$ cat config.mk
export PLATFORM = sky130hd
export DESIGN_NAME = fwc_div_cell
export DESIGN_NICKNAME = d
export VERILOG_FILES = /design/src/hdl/fft_window_coefficient_macros.svh /design/src/hdl/fwc_pkg.sv /design/src/hdl/fwc_div_cell.sv
export SDC_FILE = /design/constraint.sdc
export NUM_CORES = 1
export LEC_CHECK = 0
export BUFFER_PORTS_ARGS = -buffer_cell sky130_fd_sc_hd__buf_2
export CAP_MARGIN = 30
export CORE_MARGIN = 5
export CORE_UTILIZATION = 46
export DETAILED_ROUTE_END_ITERATION = 8
export PLACE_DENSITY_LB_ADDON = 0.12
export SLEW_MARGIN = 20
export SYNTH_ARGS = -nofsm -noshare
export SYNTH_HDL_FRONTEND = slang
export SYNTH_SLANG_ARGS = --single-unit
$ cat constraint.sdc
create_clock -name clock -period 6.55 [get_ports clock]
set_input_delay 0.9825 -clock clock [delete_from_list [all_inputs] [get_ports clock]]
set_output_delay 0.9825 -clock clock [all_outputs]
set_load 0.01 [all_outputs]
$ cat src/hdl/fft_window_coefficient_macros.svh
// Assertion macros for the window coefficient generator.
`ifndef FFT_WINDOW_COEFFICIENT_MACROS_SVH
`define FFT_WINDOW_COEFFICIENT_MACROS_SVH
`ifndef SYNTHESIS
`define FWC_ASSERT_IMPLY(lbl, clk, rst, a, b, msg) \
   lbl: assert property (@(posedge clk) disable iff (rst) (a) |-> (b)) else $error(msg);
`define FWC_ASSERT_DELAY(lbl, clk, rst, a, n, b, msg) \
   lbl: assert property (@(posedge clk) disable iff (rst) (a) |-> ##(n) (b)) else $error(msg);
`else
`define FWC_ASSERT_IMPLY(lbl, clk, rst, a, b, msg)
`define FWC_ASSERT_DELAY(lbl, clk, rst, a, n, b, msg)
`endif
`endif

$ cat src/hdl/fwc_pkg.sv
// Shared types, constants and tables of the window coefficient generator.
`timescale 1ns / 1ps
package fwc_pkg;
   localparam int IDX_W          = 12;
   localparam int LEN_W          = 13;
   localparam int TYPE_W         = 2;
   localparam int COEF_W         = 18;
   localparam int CSR_IDX_W      = 2;
   localparam int DEF_MAX_LENGTH = 4096;
   localparam int DEF_PHASE_BITS = 16;
   localparam int CORDIC_STEPS   = 28;
   localparam int ANG_W          = 32;
   localparam int XY_W           = 32;
   localparam int Z_W            = 33;
   localparam int PROD_W         = 64;

   localparam logic [31:0] CORDIC_GAIN = 32'd652032874;
   localparam logic [30:0] W_054 = 31'd579820585;
   localparam logic [30:0] W_046 = 31'd493921239;
   localparam logic [30:0] W_050 = 31'd536870912;
   localparam logic [30:0] W_042 = 31'd450971566;
   localparam logic [30:0] W_008 = 31'd85899346;
   localparam logic signed [COEF_W-1:0] COEF_ONE = 18'sd65536;
   localparam logic signed [COEF_W-1:0] COEF_MAX = 18'sd131071;
   localparam logic signed [COEF_W-1:0] COEF_MIN = -18'sd131072;

   typedef enum logic [TYPE_W-1:0] {
      WIN_RECT     = 2'd0,
      WIN_HAMMING  = 2'd1,
      WIN_HANN     = 2'd2,
      WIN_BLACKMAN = 2'd3
   } win_kind_type;

   typedef enum logic [CSR_IDX_W-1:0] {
      CSR_WINDOW_TYPE   = 2'd0,
      CSR_WINDOW_LENGTH = 2'd1
   } csr_reg_type;

   typedef struct packed {
      logic valid;
      logic err;
      logic bypass;
      logic neg1;
      logic neg2;
   } tag_type;

   typedef struct packed {
      logic signed [XY_W-1:0] x;
      logic signed [XY_W-1:0] y;
      logic signed [Z_W-1:0]  z;
   } lane_type;

   // atan(2^-step) in turns scaled by 2^32
   function automatic logic [31:0] atan_turn(input int step);
      logic [31:0] v;
      unique case (step)
         0: v = 32'd536870912;   1: v = 32'd316933406;  2: v = 32'd167458907;
         3: v = 32'd85004756;    4: v = 32'd42667331;   5: v = 32'd21354465;
         6: v = 32'd10679838;    7: v = 32'd5340245;    8: v = 32'd2670163;
         9: v = 32'd1335087;    10: v = 32'd667544;    11: v = 32'd333772;
        12: v = 32'd166886;     13: v = 32'd83443;     14: v = 32'd41722;
        15: v = 32'd20861;      16: v = 32'd10430;     17: v = 32'd5215;
        18: v = 32'd2608;       19: v = 32'd1304;      20: v = 32'd652;
        21: v = 32'd326;        22: v = 32'd163;       23: v = 32'd81;
        24: v = 32'd41;         25: v = 32'd20;        26: v = 32'd10;
        27: v = 32'd5;
        default: v = 32'd0;
      endcase
      return v;
   endfunction
endpackage

$ cat src/hdl/fwc_div_cell.sv
// One quotient bit of the pipelined phase divider.
`timescale 1ns / 1ps
module fwc_div_cell import fwc_pkg::*; #(
   parameter int NUM_W = 29,
   parameter int QUO_W = 17,
   parameter int BIT   = 16
) (
   input  logic             clock,
   input  logic             reset,
   input  logic [LEN_W-1:0] den,
   input  logic [NUM_W-1:0] rem_i,
   input  logic [QUO_W-1:0] quo_i,
   input  tag_type          tag_i,
   output logic [NUM_W-1:0] rem_o,
   output logic [QUO_W-1:0] quo_o,
   output tag_type          tag_o
);
   logic [NUM_W-1:0] rem_ff, rem_in;
   logic [QUO_W-1:0] quo_ff, quo_in;
   tag_type          tag_ff;
   logic [NUM_W-1:0] shifted;

   always_comb begin
      shifted = NUM_W'(den) << BIT;
      rem_in  = rem_i;
      quo_in  = quo_i;
      if (rem_i >= shifted) begin
         rem_in      = rem_i - shifted;
         quo_in[BIT] = 1'b1;
      end
   end

   always_ff @(posedge clock) begin
      if (reset) begin
         tag_ff <= '0;
      end else begin
         tag_ff <= tag_i;
      end
      rem_ff <= rem_in;
      quo_ff <= quo_in;
   end

   assign rem_o = rem_ff;
   assign quo_o = quo_ff;
   assign tag_o = tag_ff;
endmodule

==> metrics.txt <==
status complete, no violations; GRT Total Usage 0.152; largest net degree at the start of global routing 17; Fillers 373; Lkg Pwr 1.39 nW; Via density 4.79; clk slew on worst S/H paths 90 ps; initial antenna violation count 0; Syn. warnings 0; count of cell types in the netlist 42; RSZ-0062 raised after global routing no; area grow syn2layout 37.9%; # port buffers 116; DRT Pass-1 Iters 4; crit path buf inv count 2; die width between 70 and 80 µm; max-cap viol count 0; CP Launch Point den[1]; Netlist Area Pre-Place 1980 µm²; total nets after synthesis 258; most frequent cells after synthesis dfxtp_1 (51), inv_1 (19), ha_1 (13); HP Class in2reg; vias in the first global route approximately 1700; FF+latch area 1020 µm²; initial core utilization 0.484; Max clock buf depth 2; most frequent cell after synthesis dfxtp_1; crit-path max FO 13; CORE AREA between 4000 and 5000 µm²; synth top area cells dfxtp_1 (52%), ha_1 (8.2%), mux2_4 (4.6%); post-CTS setup buffer count 0; worst path required time 6740 ps; slowest stage delay, CP between 300 and 400 ps; Synth Instances 178; worst rel slew slack 0.436; DR vias approximately 1700; fmax 0.347 GHz; Worst Hold Launch quo_i[10]; Net count, final 379; Slew @ Worst Pin about 820 ps; startpoint types input port; slowest CP cell mux2_4; fraction of registers with async set/reset 0; # IOs approximately 120; Detailed Place HPWL 3710 µm; Seq/Total Area, Yosys 0.516; setup TNS 0 ps; Row Count 23; hold worst-path end quo_o[10]; Hold WS 778 ps; area leader, netlist dfxtp_1; GPL Wtd Cong 0.832; TritonCTS clock tree built; Post-synth EDFFs 0; cell breakdown of the critical path buf_2, inv_1, ha_1, nor2b_4, o2111ai_1, a21oi_2, o311ai_2, nand2_2, mux2_4; n_diodes 0; share of cells above drive strength 1 0.463; Slew Limit Fails 0; worst vdd ir 122 µV; CP Depth 9; Period Utilization, post-route 0.440; Multi-input gate area 870 µm²; initial DRC count 13; Total Wirelength 4480 µm; Post-Syn Area per Cell 11.1 µm²; Fin. Hold Viols 0; Routed Antenna Nets 0; CP delay by family, top compound AO/OA/AOI/OAI gates; Top FF cell, synth dfxtp_1; die area 5710 µm²; Critical Setup Path Class in2reg; hold_buf cts 0; element type at the critical path end register; number of remaining DRC errors 0; Clock Tree Root clkbuf_8; Synth Register Bits 51; first-pass GRT wire length 6760 µm; CTS sink cnt slightly above 50; GR Overflow Total 0; H-Tree Depth 2; minimum clock period 2880 ps; hold depth 1; Worst EP arrival 3070 ps; CTS Buf Count 5; cts repair resizes 0; Yosys top cell area share 0.516; Final setup viols 0; P per Cell Area between 200 and 300 nW/µm²; DR WL/cell 12.8 µm; chip height 75.6 µm
-- layout make-up --
class,count,share of cell area
Clock buffer,6,0.0303
Clock inverter,2,0.0142
Inverter,19,0.0262
Multi-Input combinational cell,106,0.319
Sequential cell,51,0.374
Timing Repair Buffer,116,0.213
Tap cell,50,0.0229
-- state kept, by name (all words and copies together), names as in the netlist --
register,flops
rem_o,29
quo_o,17
tag_o,5
-- metal layers --
layer  track usage  routed length (µm)  vias to the layer above
met5             0                   0                        -
met3        0.0594                 530                        4
met4        0.0291                  34                        0
met1         0.161                1750                      738
met2         0.286                2170                       71
li1              -                   -                      863
-- metrics by stage --
step	area, µm²	power [mW]	utilization	instances	setup slack, ps
2_1_floorplan	1980	0.444	-	178	3720
3_3_place_gp	2610	0.500	0.637	342	3420
3_5_place_dp	2610	0.502	0.637	342	3340
4_1_cts	2730	0.729	0.667	350	3650
5_1_grt	2730	0.757	0.667	350	3530
6_report	2730	0.719	0.667	350	3670
-- worst max path at each step --
stage	end	slack, ps
after floorplan	rem_o[21]	3720
after global placement	rem_o[21]	3420
after detailed placement	rem_o[25]	3340
after CTS	rem_o[25]	3650
after global routing	rem_o[28]	3530
final	rem_o[25]	3670
-- layout by cell type, fill, tap and decap left out, types with 3 or more instances in the layout --
cell type / n
dfxtp_1: 51
mux2i_1: 3
ha_1: 13
a21oi_1: 8
xnor2_1: 5
nand3_1: 3
o21a_1: 3
mux2_4: 6
nor2_1: 9
nor2b_1: 6
buf_2: 116
nand2_1: 3
inv_1: 19
o21ai_0: 4
mux2_2: 3
nand4_1: 3
clkbuf_8: 6
o211ai_1: 3
nor4_1: 3
-- logic make-up after synthesis --
kind of cell / Yosys count / share of synthesized area
fa+ha+maj: 14 / 0.0924
flops: 51 / 0.516
simple gates: 37 / 0.106
xor+xnor: 6 / 0.0266
mux: 12 / 0.0778
compound gates: 37 / 0.137
buf+inv: 21 / 0.0437
-- where the power goes --
part           internal (mW)  leakage (nW)  total (mW)  switching (mW)
combinational         0.0760         0.902       0.152          0.0759
sequential             0.336         0.430       0.341         0.00525
clock                  0.126        0.0618       0.226           0.101
total                  0.538          1.39       0.719           0.182
Power figures use the tool's default switching activity.
