[src/hdl/fft_window_coefficient_macros.svh]
// Assertion macros for the window coefficient generator.
`ifndef FFT_WINDOW_COEFFICIENT_MACROS_SVH
`define FFT_WINDOW_COEFFICIENT_MACROS_SVH
`ifndef SYNTHESIS
`define FWC_ASSERT_IMPLY(lbl, clk, rst, a, b, msg) \
   lbl: assert property (@(posedge clk) disable iff (rst) (a) |-> (b)) else $error(msg);
`define FWC_ASSERT_DELAY(lbl, clk, rst, a, n, b, msg) \
   lbl: assert property (@(posedge clk) disable iff (rst) (a) |-> ##(n) (b)) else $error(msg);
`else
`define FWC_ASSERT_IMPLY(lbl, clk, rst, a, b, msg)
`define FWC_ASSERT_DELAY(lbl, clk, rst, a, n, b, msg)
`endif
`endif

[src/hdl/fwc_pkg.sv]
// Shared types, constants and tables of the window coefficient generator.
`timescale 1ns / 1ps
package fwc_pkg;
   localparam int IDX_W          = 12;
   localparam int LEN_W          = 13;
   localparam int TYPE_W         = 2;
   localparam int COEF_W         = 18;
   localparam int CSR_IDX_W      = 2;
   localparam int DEF_MAX_LENGTH = 4096;
   localparam int DEF_PHASE_BITS = 16;
   localparam int CORDIC_STEPS   = 28;
   localparam int ANG_W          = 32;
   localparam int XY_W           = 32;
   localparam int Z_W            = 33;
   localparam int PROD_W         = 64;

   localparam logic [31:0] CORDIC_GAIN = 32'd652032874;
   localparam logic [30:0] W_054 = 31'd579820585;
   localparam logic [30:0] W_046 = 31'd493921239;
   localparam logic [30:0] W_050 = 31'd536870912;
   localparam logic [30:0] W_042 = 31'd450971566;
   localparam logic [30:0] W_008 = 31'd85899346;
   localparam logic signed [COEF_W-1:0] COEF_ONE = 18'sd65536;
   localparam logic signed [COEF_W-1:0] COEF_MAX = 18'sd131071;
   localparam logic signed [COEF_W-1:0] COEF_MIN = -18'sd131072;

   typedef enum logic [TYPE_W-1:0] {
      WIN_RECT     = 2'd0,
      WIN_HAMMING  = 2'd1,
      WIN_HANN     = 2'd2,
      WIN_BLACKMAN = 2'd3
   } win_kind_type;

   typedef enum logic [CSR_IDX_W-1:0] {
      CSR_WINDOW_TYPE   = 2'd0,
      CSR_WINDOW_LENGTH = 2'd1
   } csr_reg_type;

   typedef struct packed {
      logic valid;
      logic err;
      logic bypass;
      logic neg1;
      logic neg2;
   } tag_type;

   typedef struct packed {
      logic signed [XY_W-1:0] x;
      logic signed [XY_W-1:0] y;
      logic signed [Z_W-1:0]  z;
   } lane_type;

   // atan(2^-step) in turns scaled by 2^32
   function automatic logic [31:0] atan_turn(input int step);
      logic [31:0] v;
      unique case (step)
         0: v = 32'd536870912;   1: v = 32'd316933406;  2: v = 32'd167458907;
         3: v = 32'd85004756;    4: v = 32'd42667331;   5: v = 32'd21354465;
         6: v = 32'd10679838;    7: v = 32'd5340245;    8: v = 32'd2670163;
         9: v = 32'd1335087;    10: v = 32'd667544;    11: v = 32'd333772;
        12: v = 32'd166886;     13: v = 32'd83443;     14: v = 32'd41722;
        15: v = 32'd20861;      16: v = 32'd10430;     17: v = 32'd5215;
        18: v = 32'd2608;       19: v = 32'd1304;      20: v = 32'd652;
        21: v = 32'd326;        22: v = 32'd163;       23: v = 32'd81;
        24: v = 32'd41;         25: v = 32'd20;        26: v = 32'd10;
        27: v = 32'd5;
        default: v = 32'd0;
      endcase
      return v;
   endfunction
endpackage

[src/hdl/fwc_cordic_cell.sv]
// One rotation step of the dual-lane cosine CORDIC.
`timescale 1ns / 1ps
module fwc_cordic_cell import fwc_pkg::*; #(
   parameter int STEP = 0
) (
   input  logic     clock,
   input  logic     reset,
   input  lane_type lane1_i,
   input  lane_type lane2_i,
   input  tag_type  tag_i,
   output lane_type lane1_o,
   output lane_type lane2_o,
   output tag_type  tag_o
);
   localparam logic signed [Z_W-1:0] DZ = $signed({1'b0, atan_turn(STEP)});

   lane_type lane1_ff, lane1_in, lane2_ff, lane2_in;
   tag_type  tag_ff;

   function automatic lane_type rotate(input lane_type l);
      logic signed [XY_W-1:0] x, y, dx, dy;
      logic signed [Z_W-1:0]  z;
      lane_type r;
      x  = l.x;
      y  = l.y;
      z  = l.z;
      dx = y >>> STEP;
      dy = x >>> STEP;
      if (!z[Z_W-1]) begin
         r.x = x - dx;
         r.y = y + dy;
         r.z = z - DZ;
      end else begin
         r.x = x + dx;
         r.y = y - dy;
         r.z = z + DZ;
      end
      return r;
   endfunction

   always_comb begin
      lane1_in = rotate(lane1_i);
      lane2_in = rotate(lane2_i);
   end

   always_ff @(posedge clock) begin
      if (reset) begin
         tag_ff <= '0;
      end else begin
         tag_ff <= tag_i;
      end
      lane1_ff <= lane1_in;
      lane2_ff <= lane2_in;
   end

   assign lane1_o = lane1_ff;
   assign lane2_o = lane2_ff;
   assign tag_o   = tag_ff;
endmodule

[config.mk]
export PLATFORM = sky130hd
export DESIGN_NAME = fwc_cordic_cell
export DESIGN_NICKNAME = d
export VERILOG_FILES = /design/src/hdl/fft_window_coefficient_macros.svh /design/src/hdl/fwc_pkg.sv /design/src/hdl/fwc_cordic_cell.sv
export SDC_FILE = /design/constraint.sdc
export NUM_CORES = 1
export LEC_CHECK = 0
export ABC_AREA = 1
export ABC_CLOCK_PERIOD_IN_PS = 2000
export BUFFER_PORTS_ARGS = -buffer_cell sky130_fd_sc_hd__buf_4
export CAP_MARGIN = 5
export CORE_ASPECT_RATIO = 0.9
export CORE_MARGIN = 4
export CORE_UTILIZATION = 45
export DETAILED_ROUTE_END_ITERATION = 16
export PLACE_DENSITY = 0.68
export SLEW_MARGIN = 20
export SYNTH_ARGS = -nofsm -noshare
export SYNTH_HDL_FRONTEND = slang
export SYNTH_SLANG_ARGS = --single-unit
[constraint.sdc]
create_clock -name clock -period 2 [get_ports clock]
set_input_delay 0.3 -clock clock [delete_from_list [all_inputs] [get_ports clock]]
set_output_delay 0.3 -clock clock [all_outputs]
set_load 0.01 [all_outputs]
==> flow_summary.toml <==
[sta]
hold_slack_ns = 0.0297
setup-tns-final_ns = 0
finalCriticalPeriod_ns = 1.87
worst_pin_slew_ns = 0.586
fin_ws_ns = 0.128
hold_viol = 0
fmax_mhz = 534
slew_headroom_pct = 60.6
post-route-period-util_pct = 93.6
rsz0062_at_grt = "no"
maxSlewViolCount = 0
setup_violations = 0

[cells_and_area]
nets = 4540
syn2layout_area_growth_pct = 40.6
instances_no_fill = 4701
fillCellCount = 4054
drive_gt1_share_pct = 21.1

[placed_design]
place_ws_ns = -0.337
routabilityCongestion = 1.02
dpl.cell_count = 4602
dpl.hpwl_microns = 63200
port_buffers = 399

[route]
vias = 22800
drc = 0
ant_nets = 0
drt_first_pass_iters = 6
wl_per_cell_microns = 16.0
via_per_inst = 4.85
routed_wl_microns = 75400
first_iter_violations = 2061

[synthesis]
yosysSeqAreaShare_pct = 20.8
syn_nets = 3720
ys_async_sr_fraction_pct = 0
synth_top_flop_cell = "dfxtp_1"
synth_edf_count = 0
synth_seq_cells = 197
postSynthAreaPerCell_sq_um = 5.72
synth.cell_area_sq_um = 19000
synth_warnings = 0
synth_cells = 3319
yosysUniqueCellTypes = 35

[power]
p_leak_nw = 16.0
design_power_total_mw = 15.7
cellPowerDensity_nw_per_um2 = 589
ir_drop_v = 0.000673

[min_path]
hold_end = "tag_o[0]$_SDFF_PP0_"
min_path_type = "primary input to register"
hold_path_depth = 3
hp-start = "tag_i[0]"

[floorplan]
core_sq_um = 41800
fp.dieW_microns = 224
start_util_pct = 45.4
num_rows = 71
ios = 400
die_y_microns = 203
dieArea_sq_um = 45500

[clocking]
cts_max_level = 4
clockBufferDepth = 2
cts.sinks = 197
cts_made_buffers = 17
cts_tree = "done"
path_clk_slew_ns = 0.09
cts-root-buf = "clkbuf_16"

[grt]
overflow = 0
grt_usage_pct = 32.1
grt_max_degree = 67
grt_pass1_vias = 21000
grt_pass1_wl_microns = 115000
antenna_found_initial = 3

[critical_path]
path_class = "primary input to register"
crit_fanout = 9
critPathCaptureType = "register"
cp.required_ns = 2.32
cp-start-kind = "primary input"
cp.arrival_ns = 2.19

[job]
maxCapViolations = 0

[status]
status = "complete, no violations"
## cell usage after synthesis (3+ instances only)
| cell type | number | area, sq um |
|---|---|---|
| o21ai_1 | 3 | 15.0 |
| clkbuf_1 | 21 | 78.8 |
| o21a_1 | 8 | 60.1 |
| nand3_1 | 301 | 1510 |
| and2_1 | 4 | 25.0 |
| nor2_2 | 7 | 43.8 |
| a21oi_1 | 140 | 701 |
| inv_1 | 673 | 2530 |
| o31ai_1 | 4 | 30.0 |
| a31oi_1 | 8 | 50.1 |
| fa_1 | 8 | 160 |
| o21bai_1 | 21 | 158 |
| nand2_2 | 8 | 50.1 |
| buf_2 | 33 | 165 |
| nand2_1 | 1240 | 4650 |
| nand4_1 | 41 | 257 |
| buf_1 | 3 | 11.3 |
| nor2_1 | 215 | 807 |
| o21ai_0 | 68 | 340 |
| buf_4 | 25 | 188 |
| xor2_1 | 53 | 464 |
| o22ai_1 | 8 | 50.1 |
| ha_1 | 192 | 2400 |
| nand3b_1 | 12 | 90.1 |
| nor3_1 | 12 | 60.1 |
| dfxtp_1 | 197 | 3940 |
## per-layer routing
layer	track usage [%]	share of wire, %	vias to the layer above
li1	-	-	11700
met1	45.0	46	10000
met2	49.0	41	955
met3	7.19	9.4	103
met4	10.5	3.2	0
met5	0	0	-
## critical path, cell delays in order
cell and delay, ns:
buf_4 0.08, inv_1 0.04, ha_1 0.48, nand2_1 0.16
nor2_1 0.21, nand2_1 0.10, nand3_1 0.11, nand2_1 0.07
nand2_2 0.09, xor2_1 0.07, o21ai_0 0.48
## layout by cell type (no fill, tap or decap), types with 4 or more instances in the layout
| cell | count |
|---|---|
| dfxtp_1 | 197 |
| nand3b_1 | 12 |
| fa_1 | 8 |
| nor2_1 | 215 |
| o21bai_1 | 21 |
| nand3_1 | 300 |
| inv_1 | 671 |
| buf_4 | 816 |
| buf_12 | 4 |
| o22ai_1 | 8 |
| nor2_2 | 7 |
| ha_1 | 191 |
| nand2_2 | 8 |
| nand4_1 | 41 |
| o31ai_1 | 4 |
| xor2_1 | 53 |
| nand2_1 | 1240 |
| o21ai_0 | 68 |
| clkbuf_16 | 17 |
| o21a_1 | 8 |
| a21oi_1 | 140 |
| nor3_1 | 12 |
| a31oi_1 | 8 |
| and2_1 | 4 |
| dlygate4sd3_1 | 65 |
| clkinv_8 | 5 |
## how the worst max path moves through the flow
stage	to	slack, ns	start
after floorplan	lane1_o[93]$_DFF_P_	0.22	lane1_i[33]
after global placement	lane1_o[95]$_DFF_P_	-0.33	lane1_i[33]
after detailed placement	lane1_o[95]$_DFF_P_	-0.34	lane1_i[33]
after CTS	lane1_o[95]$_DFF_P_	0.19	lane1_i[33]
after global routing	lane2_o[56]$_DFF_P_	0.02	lane2_i[37]
final	lane1_o[46]$_DFF_P_	0.13	lane1_i[37]
## cell families (layout without fill, tap and decap cells)
family          count (synthesis)  count (layout)  synth area share [%]
simple gates                 1848            1848                  39.9
buf+inv                       758            1591                  15.8
flops                         197             197                  20.8
xor+xnor                       53              53                  2.45
compound gates                263             263                  7.52
fa+ha+maj                     200             200                  13.5
other cells                     0               2                     0
## per-stage QoR
| step | util [%] | instance area, sq um |
|---|---|---|
| after floorplan | - | 19000 |
| after global placement | 60.8 | 25400 |
| after detailed placement | 60.8 | 25400 |
| after CTS | 63.9 | 26700 |
| after global routing | 63.9 | 26700 |
| final | 63.9 | 26700 |
## final cells by class
cell class / instances / area, sq um / share of cell area [%]
multi-input combinational: 2364 / 12000 / 45.1
timing repair buffer: 885 / 6860 / 25.7
sequential: 197 / 3940 / 14.8
inverter: 674 / 2530 / 9.48
tap: 547 / 684 / 2.57
clock buffer: 17 / 425 / 1.59
clock inverter: 15 / 195 / 0.732
antenna: 2 / 5.00 / 0.0188
## state kept, by name, summed over array words and instances (netlist names)
name,count
lane1_o,96
tag_o,5
lane2_o,96
## power by group
| group | leakage, nW | internal, mW | switching (mW) |
|---|---|---|---|
| Sequential | 1.66 | 4.48 | 0.249 |
| Clock | 0.295 | 1.72 | 1.93 |
| Combinational | 14.1 | 3.17 | 4.17 |
## repair_timing
action                                 4_1_cts  5_1_grt
hold buffers                                65        0
gates resized for setup                      0        2
setup endpoints to repair                    0        6
endpoints found under the hold margin       65        0
buffers inserted                             0        0
(Power assumes the default switching activity.)
