File: config.mk
export PLATFORM = sky130hd
export DESIGN_NAME = fwc_mix
export DESIGN_NICKNAME = d
export VERILOG_FILES = /design/src/hdl/fft_window_coefficient_macros.svh /design/src/hdl/fwc_pkg.sv /design/src/hdl/fwc_mix.sv
export SDC_FILE = /design/constraint.sdc
export NUM_CORES = 2
export LEC_CHECK = 0
export ABC_CLOCK_PERIOD_IN_PS = 19900
export BUFFER_PORTS_ARGS = -buffer_cell sky130_fd_sc_hd__buf_2
export CAP_MARGIN = 20
export CORE_UTILIZATION = 60
export DETAILED_ROUTE_END_ITERATION = 10
export GPL_TIMING_DRIVEN = 0
export PLACE_DENSITY = 0.75
export REMOVE_ABC_BUFFERS = 1
export SYNTH_ARGS = -nofsm -noshare
export SYNTH_HDL_FRONTEND = slang
export SYNTH_SLANG_ARGS = --single-unit
export TNS_END_PERCENT = 5
File: constraint.sdc
create_clock -name clock -period 19.9 [get_ports clock]
set_input_delay 1.99 -clock clock [delete_from_list [all_inputs] [get_ports clock]]
set_output_delay 1.99 -clock clock [all_outputs]
set_load 0.01 [all_outputs]
File: src/hdl/fft_window_coefficient_macros.svh
// Assertion macros for the window coefficient generator.
`ifndef FFT_WINDOW_COEFFICIENT_MACROS_SVH
`define FFT_WINDOW_COEFFICIENT_MACROS_SVH
`ifndef SYNTHESIS
`define FWC_ASSERT_IMPLY(lbl, clk, rst, a, b, msg) \
   lbl: assert property (@(posedge clk) disable iff (rst) (a) |-> (b)) else $error(msg);
`define FWC_ASSERT_DELAY(lbl, clk, rst, a, n, b, msg) \
   lbl: assert property (@(posedge clk) disable iff (rst) (a) |-> ##(n) (b)) else $error(msg);
`else
`define FWC_ASSERT_IMPLY(lbl, clk, rst, a, b, msg)
`define FWC_ASSERT_DELAY(lbl, clk, rst, a, n, b, msg)
`endif
`endif

File: src/hdl/fwc_pkg.sv
// Shared types, constants and tables of the window coefficient generator.
`timescale 1ns / 1ps
package fwc_pkg;
   localparam int IDX_W          = 12;
   localparam int LEN_W          = 13;
   localparam int TYPE_W         = 2;
   localparam int COEF_W         = 18;
   localparam int CSR_IDX_W      = 2;
   localparam int DEF_MAX_LENGTH = 4096;
   localparam int DEF_PHASE_BITS = 16;
   localparam int CORDIC_STEPS   = 28;
   localparam int ANG_W          = 32;
   localparam int XY_W           = 32;
   localparam int Z_W            = 33;
   localparam int PROD_W         = 64;

   localparam logic [31:0] CORDIC_GAIN = 32'd652032874;
   localparam logic [30:0] W_054 = 31'd579820585;
   localparam logic [30:0] W_046 = 31'd493921239;
   localparam logic [30:0] W_050 = 31'd536870912;
   localparam logic [30:0] W_042 = 31'd450971566;
   localparam logic [30:0] W_008 = 31'd85899346;
   localparam logic signed [COEF_W-1:0] COEF_ONE = 18'sd65536;
   localparam logic signed [COEF_W-1:0] COEF_MAX = 18'sd131071;
   localparam logic signed [COEF_W-1:0] COEF_MIN = -18'sd131072;

   typedef enum logic [TYPE_W-1:0] {
      WIN_RECT     = 2'd0,
      WIN_HAMMING  = 2'd1,
      WIN_HANN     = 2'd2,
      WIN_BLACKMAN = 2'd3
   } win_kind_type;

   typedef enum logic [CSR_IDX_W-1:0] {
      CSR_WINDOW_TYPE   = 2'd0,
      CSR_WINDOW_LENGTH = 2'd1
   } csr_reg_type;

   typedef struct packed {
      logic valid;
      logic err;
      logic bypass;
      logic neg1;
      logic neg2;
   } tag_type;

   typedef struct packed {
      logic signed [XY_W-1:0] x;
      logic signed [XY_W-1:0] y;
      logic signed [Z_W-1:0]  z;
   } lane_type;

   // atan(2^-step) in turns scaled by 2^32
   function automatic logic [31:0] atan_turn(input int step);
      logic [31:0] v;
      unique case (step)
         0: v = 32'd536870912;   1: v = 32'd316933406;  2: v = 32'd167458907;
         3: v = 32'd85004756;    4: v = 32'd42667331;   5: v = 32'd21354465;
         6: v = 32'd10679838;    7: v = 32'd5340245;    8: v = 32'd2670163;
         9: v = 32'd1335087;    10: v = 32'd667544;    11: v = 32'd333772;
        12: v = 32'd166886;     13: v = 32'd83443;     14: v = 32'd41722;
        15: v = 32'd20861;      16: v = 32'd10430;     17: v = 32'd5215;
        18: v = 32'd2608;       19: v = 32'd1304;      20: v = 32'd652;
        21: v = 32'd326;        22: v = 32'd163;       23: v = 32'd81;
        24: v = 32'd41;         25: v = 32'd20;        26: v = 32'd10;
        27: v = 32'd5;
        default: v = 32'd0;
      endcase
      return v;
   endfunction
endpackage

File: src/hdl/fwc_mix.sv
// Window weighting: sign fix, constant products, rounding and saturation.
`timescale 1ns / 1ps
module fwc_mix import fwc_pkg::*; (
   input  logic                     clock,
   input  logic                     reset,
   input  win_kind_type             kind,
   input  logic signed [XY_W-1:0]   x1,
   input  logic signed [XY_W-1:0]   x2,
   input  tag_type                  tag_i,
   output logic                     strobe,
   output logic signed [COEF_W-1:0] coefficient,
   output logic                     index_error
);
   localparam logic signed [PROD_W-1:0] ROUND = 64'sd1 <<< 43;
   localparam int Q_W = PROD_W - 44;

   // stage A: apply the fold sign
   logic signed [XY_W-1:0] c1_ff, c1_in, c2_ff, c2_in;
   tag_type                tag_a_ff;
   // stage B: products
   logic signed [PROD_W-1:0] p1_ff, p1_in, p2_ff, p2_in, k0_ff, k0_in;
   tag_type                  tag_b_ff;
   // stage C: output
   logic signed [COEF_W-1:0] coef_ff, coef_in;
   logic                     err_ff, err_in, strobe_ff;
   logic signed [PROD_W-1:0] sum;
   logic signed [Q_W-1:0]    q;
   logic [30:0]              k1;

   always_comb begin
      c1_in = tag_i.neg1 ? -x1 : x1;
      c2_in = tag_i.neg2 ? -x2 : x2;
   end

   always_comb begin
      unique case (kind)
         WIN_HAMMING: begin
            k1    = W_046;
            k0_in = $signed(PROD_W'(W_054) << 30);
         end
         WIN_BLACKMAN: begin
            k1    = W_050;
            k0_in = $signed(PROD_W'(W_042) << 30);
         end
         default: begin
            k1    = W_050;
            k0_in = $signed(PROD_W'(W_050) << 30);
         end
      endcase
      p1_in = PROD_W'($signed({1'b0, k1}) * c1_a());
      p2_in = (kind == WIN_BLACKMAN) ? PROD_W'($signed({1'b0, W_008}) * c2_ff) : '0;
   end

   function automatic logic signed [XY_W-1:0] c1_a();
      return c1_ff;
   endfunction

   always_comb begin
      sum = k0_ff - p1_ff + p2_ff + ROUND;
      q   = sum[PROD_W-1:44];
      if (q > Q_W'(COEF_MAX)) begin
         coef_in = COEF_MAX;
      end else if (q < Q_W'(COEF_MIN)) begin
         coef_in = COEF_MIN;
      end else begin
         coef_in = q[COEF_W-1:0];
      end
      err_in = 1'b0;
      if (tag_b_ff.err) begin
         coef_in = '0;
         err_in  = tag_b_ff.valid;
      end else if (tag_b_ff.bypass) begin
         coef_in = COEF_ONE;
      end
   end

   always_ff @(posedge clock) begin
      if (reset) begin
         tag_a_ff  <= '0;
         tag_b_ff  <= '0;
         strobe_ff <= 1'b0;
         err_ff    <= 1'b0;
      end else begin
         tag_a_ff  <= tag_i;
         tag_b_ff  <= tag_a_ff;
         strobe_ff <= tag_b_ff.valid;
         err_ff    <= err_in;
      end
      c1_ff   <= c1_in;
      c2_ff   <= c2_in;
      p1_ff   <= p1_in;
      p2_ff   <= p2_in;
      k0_ff   <= k0_in;
      coef_ff <= coef_in;
   end

   assign strobe      = strobe_ff;
   assign coefficient = coef_ff;
   assign index_error = err_ff;
endmodule

==> results list <==
- Result of the run: finished clean
- Counting flops with a built-in enable in the synthesized netlist gives 0.
- Category of the worst setup path launch point: input pin
- CTS built an H-tree with a depth of 1.
- Commonest cells after routing, fill and taps aside: inv_1, fa_1, ha_1
- The count of endpoints failing hold in the final timing report came to 0.
- Worst path bufs/invs: 8
- Global routing consumed, over all layers together, 31.0% of the routing resources.
- The die covers just under 80,000 sq um.
- Pin count of the biggest net entering global routing: 49
- Tightest Hold Check Type: reg -> reg
- Data arrival time at the worst-slack endpoint: 12.26 ns
- Wirelength, routed: 115 mm
- Number of cells on the critical path: 29
- After synthesis, the share of cell area in mux cells is less than 1%.
* Transition time at the pin with the least slew margin: between 1 and 1.5 ns
- After detailed routing, the average wire length per cell comes to 19.5 um.
- The initial antenna violation count is 1.
* Most used DFF post-synth: dfxtp_1
* Synthesized instance count: 4,817
- Yosys cell types: 73
- The mapped netlist covers 45,900 sq um.
- TritonCTS built the clock tree.
- Clock transition at the register clock pins on the worst setup and hold paths after CTS: 0.05 ns
* Xor-xnor portion of the synthesized cell area: 3.99%
* Compound-gate portion of the synthesized area: 9.74%
- In this design, the stage delay of the slowest critical-path cell is 0.74 ns.
- Dividing the detail-routed via count by the number of cells gives 5.49.
- OpenSTA, run right after detailed placement, puts the worst setup slack at just under 8 ns.
- Along the worst path, the maximum fanout reaches 33.
* Total grt overflow: 0
* Category of the critical setup timing path: in -> reg
* Most common library cell in the layout ignoring fill and taps: inv_1
- Number of buffers created by CTS: 27
- Quantity of hold-fixing buffers added after cts: 0
* Max_cap viols: 0
- Final-layout setup total negative slack: 0 ns
* Worst hold slack: 0.441 ns
* Required arrival time at the worst endpoint: 20.35 ns
* Post-route DRC: 0
* Number of fill cells in the layout: 6,411
- Slowest CP cell: nand2_1
* Starting density of the core: 60.5%
- In this run, the number of DRC markers left after iteration 0 of detailed routing was 2,422.
- Cell depth of the worst flop-to-flop path: 25
- Cell type group with the largest total delay on the critical path: adder cells
* Worst-case headroom to the max-slew limit: 24.7%
- Setup repair after global routing left no endpoint under its margin.
- Final Max Slew Viols: 0
* Clock latency on the worst-skew pair: 0.58 ns
- For this run, asynchronously set or reset flops after synthesis account for 0%.
* Ports: 93
* Worst setup path end: p1_ff[56]
* Number of clock sinks: 216
* Post-Synth Adder-Cell Area: 58.3%
- The cell that appears most often on the critical path is fa_1.
- At the end of routability-driven placement, the weighted congestion stood at about 1.0.
- No sink is reached through more buffers than the 3 on the longest clock path.
* Post-synthesis sequential area ratio: 9.42%
* Number of rows in the core area: 101
- Buffers added to address setup during post-CTS repair amount to 0.
- Area growth from synthesis to layout: 5.36%
- Number of synthesized register bits: about 220
- For this run, the number of Yosys warnings is 0.
- Minimum clock period: between 10 and 15 ns
* Simple-gate share of the synthesized area: 6.44%
* Nets: about 6,600
- In this run the worst setup path begins at kind[1].
* Global-route wire length before repair: 185 mm
- Remaining antenna violation count: 0
- The die is 279 um tall.
- Fin Clk Skew: 0.0111 ns
- Timing would allow up to 84.7 MHz.
* Drt first pass iters: 5
- In the post-route analysis, the smallest setup slack over all paths is 8.09 ns.
* Reg-to-reg critical path endpoint: p1_ff[56]
- The worst setup path is captured at a register.
- For this block, the via count after detailed routing is 32,300.
- After synthesis, the largest family of logic cells by area is adder cells.
- In this run, post-CTS repair resized a total of 0 instances.
- The worst path uses around three fifths of the clock period.
- The core region is 75,800 sq um.
- The post-route netlist has 3.59% of its cells at a drive strength greater than 1.
- Slack of the worst reg-to-reg path: 11.10 ns
- Via count of the first global-routing pass: between 30,000 and 40,000
* Total half-perimeter wirelength after legalization and detailed placement: 103 mm
- The average instance in the mapped netlist occupies 9.53 sq um.
- Measured along the x axis, the die boundary spans ~280 um.
- 0 antenna diodes ended up in the layout.
- Layout Utilization: 63.8%
* Number of buffer cells added on primary ports: slightly above 90
- Setup violations remaining at the end of the flow were counted as 0.
- The startpoint identified for the worst register-to-register timing path is c1_ff[31].
* CTS Root Buffer Type: clkbuf_16
[flip-flops by register name (all words and copies together), names as in the netlist]
signal       cells
tag_b_ff         3
strobe           1
k0_ff            4
p2_ff           59
c2_ff           32
p1_ff           63
index_error      1
coefficient     18
tag_a_ff         3
c1_ff           32
[through the flow]
step	cell area, sq um	std cells
after floorplan	45700	4763
after global placement	47400	5833
after detailed placement	47500	5837
after CTS	48400	5886
after global routing	48400	5886
final	48400	5886
[synthesized netlist by cell type, drive strengths merged (4+ instances only)]
library cell | n | area (sq um)
dfxtp | 216 | 4320
ha | 722 | 9030
a21o | 121 | 908
o21bai | 28 | 210
o31ai | 26 | 209
nor4 | 14 | 87.6
a21boi | 6 | 45.0
a221oi | 6 | 52.6
o21a | 21 | 158
o31a | 4 | 35.0
a31oi | 19 | 119
nand4 | 35 | 219
inv | 1375 | 5160
and4 | 9 | 78.8
o211ai | 21 | 158
or4 | 14 | 113
and2 | 14 | 87.6
nand2b | 15 | 93.8
o211a | 4 | 40.0
or3 | 16 | 110
a211oi | 25 | 188
nor3 | 32 | 160
nand2 | 232 | 871
a31o | 10 | 87.6
fa | 886 | 17700
nand3 | 48 | 240
xor2 | 58 | 508
xnor2 | 151 | 1320
nor2b | 21 | 131
o41ai | 15 | 131
o21ai | 122 | 611
mux2i | 4 | 40.0
and3 | 24 | 150
o22ai | 7 | 43.8
o2111ai | 6 | 52.6
clkbuf | 80 | 300
or2 | 7 | 46.3
nor2 | 132 | 498
a311oi | 7 | 61.3
a21oi | 220 | 1100
[kinds of logic (layout without fill, tap and decap cells)]
| family | count (synthesis) | after routing |
|---|---|---|
| adder cells (fa/ha/maj) | 1608 | 1608 |
| other | 2 | 31 |
| XOR/XNOR | 209 | 209 |
| flip-flops | 216 | 216 |
| buffers and inverters | 1459 | 1521 |
| AO/OA/AOI/OAI | 696 | 696 |
| multiplexers | 6 | 6 |
| AND/OR/NAND/NOR | 621 | 621 |
[worst min path at each step]
stage	cells after the start	start	slack [ns]	to
2_1_floorplan	1	tag_a_ff[2]	0.41	tag_b_ff[2]
3_3_place_gp	1	tag_a_ff[3]	0.42	tag_b_ff[3]
3_5_place_dp	1	tag_a_ff[2]	0.43	tag_b_ff[2]
4_1_cts	1	tag_a_ff[2]	0.45	tag_b_ff[2]
5_1_grt	1	tag_a_ff[2]	0.46	tag_b_ff[2]
6_report	1	tag_a_ff[3]	0.44	tag_b_ff[3]
[layer usage]
metal | vias up | global-route usage, % | part of all wire, %
li1 | 15100 | - | -
met1 | 16100 | 46.8 | 46
met2 | 964 | 47.3 | 44
met3 | 129 | 4.30 | 7.2
met4 | 0 | 7.38 | 2.6
met5 | - | 0 | 0
[worst reg2reg max path: stages, from the launching register on]
cell	delay, ns
dfxtp_1	0.33
nand2_1	0.58
inv_2	0.75
ha_1	0.41
ha_1	0.30
inv_1	0.08
xnor2_1	0.40
fa_1	0.49
inv_1	0.11
fa_1	0.45
fa_1	0.52
fa_1	0.50
inv_1	0.05
fa_1	0.48
inv_1	0.04
ha_1	0.43
and3_1	0.29
nand2_1	0.17
nor4_1	0.32
nand2_1	0.08
o32a_1	0.40
a31oi_1	0.44
o21ai_0	0.20
a31oi_1	0.51
a311oi_1	0.20
xnor2_1	0.16
[area by class of cell]
class,count,area (sq um),area share [%]
Multi-Input combinational cell,3171,36200,74.9
Tap cell,978,1220,2.53
Timing Repair Buffer,96,541,1.12
Clock buffer,33,738,1.53
Sequential cell,216,4330,8.94
Inverter,1376,5160,10.7
Clock inverter,16,156,0.323
Power is left out: the tool's default activity adds up to more than one toggle a clock period on the data nets, which glitch-free logic cannot reach.
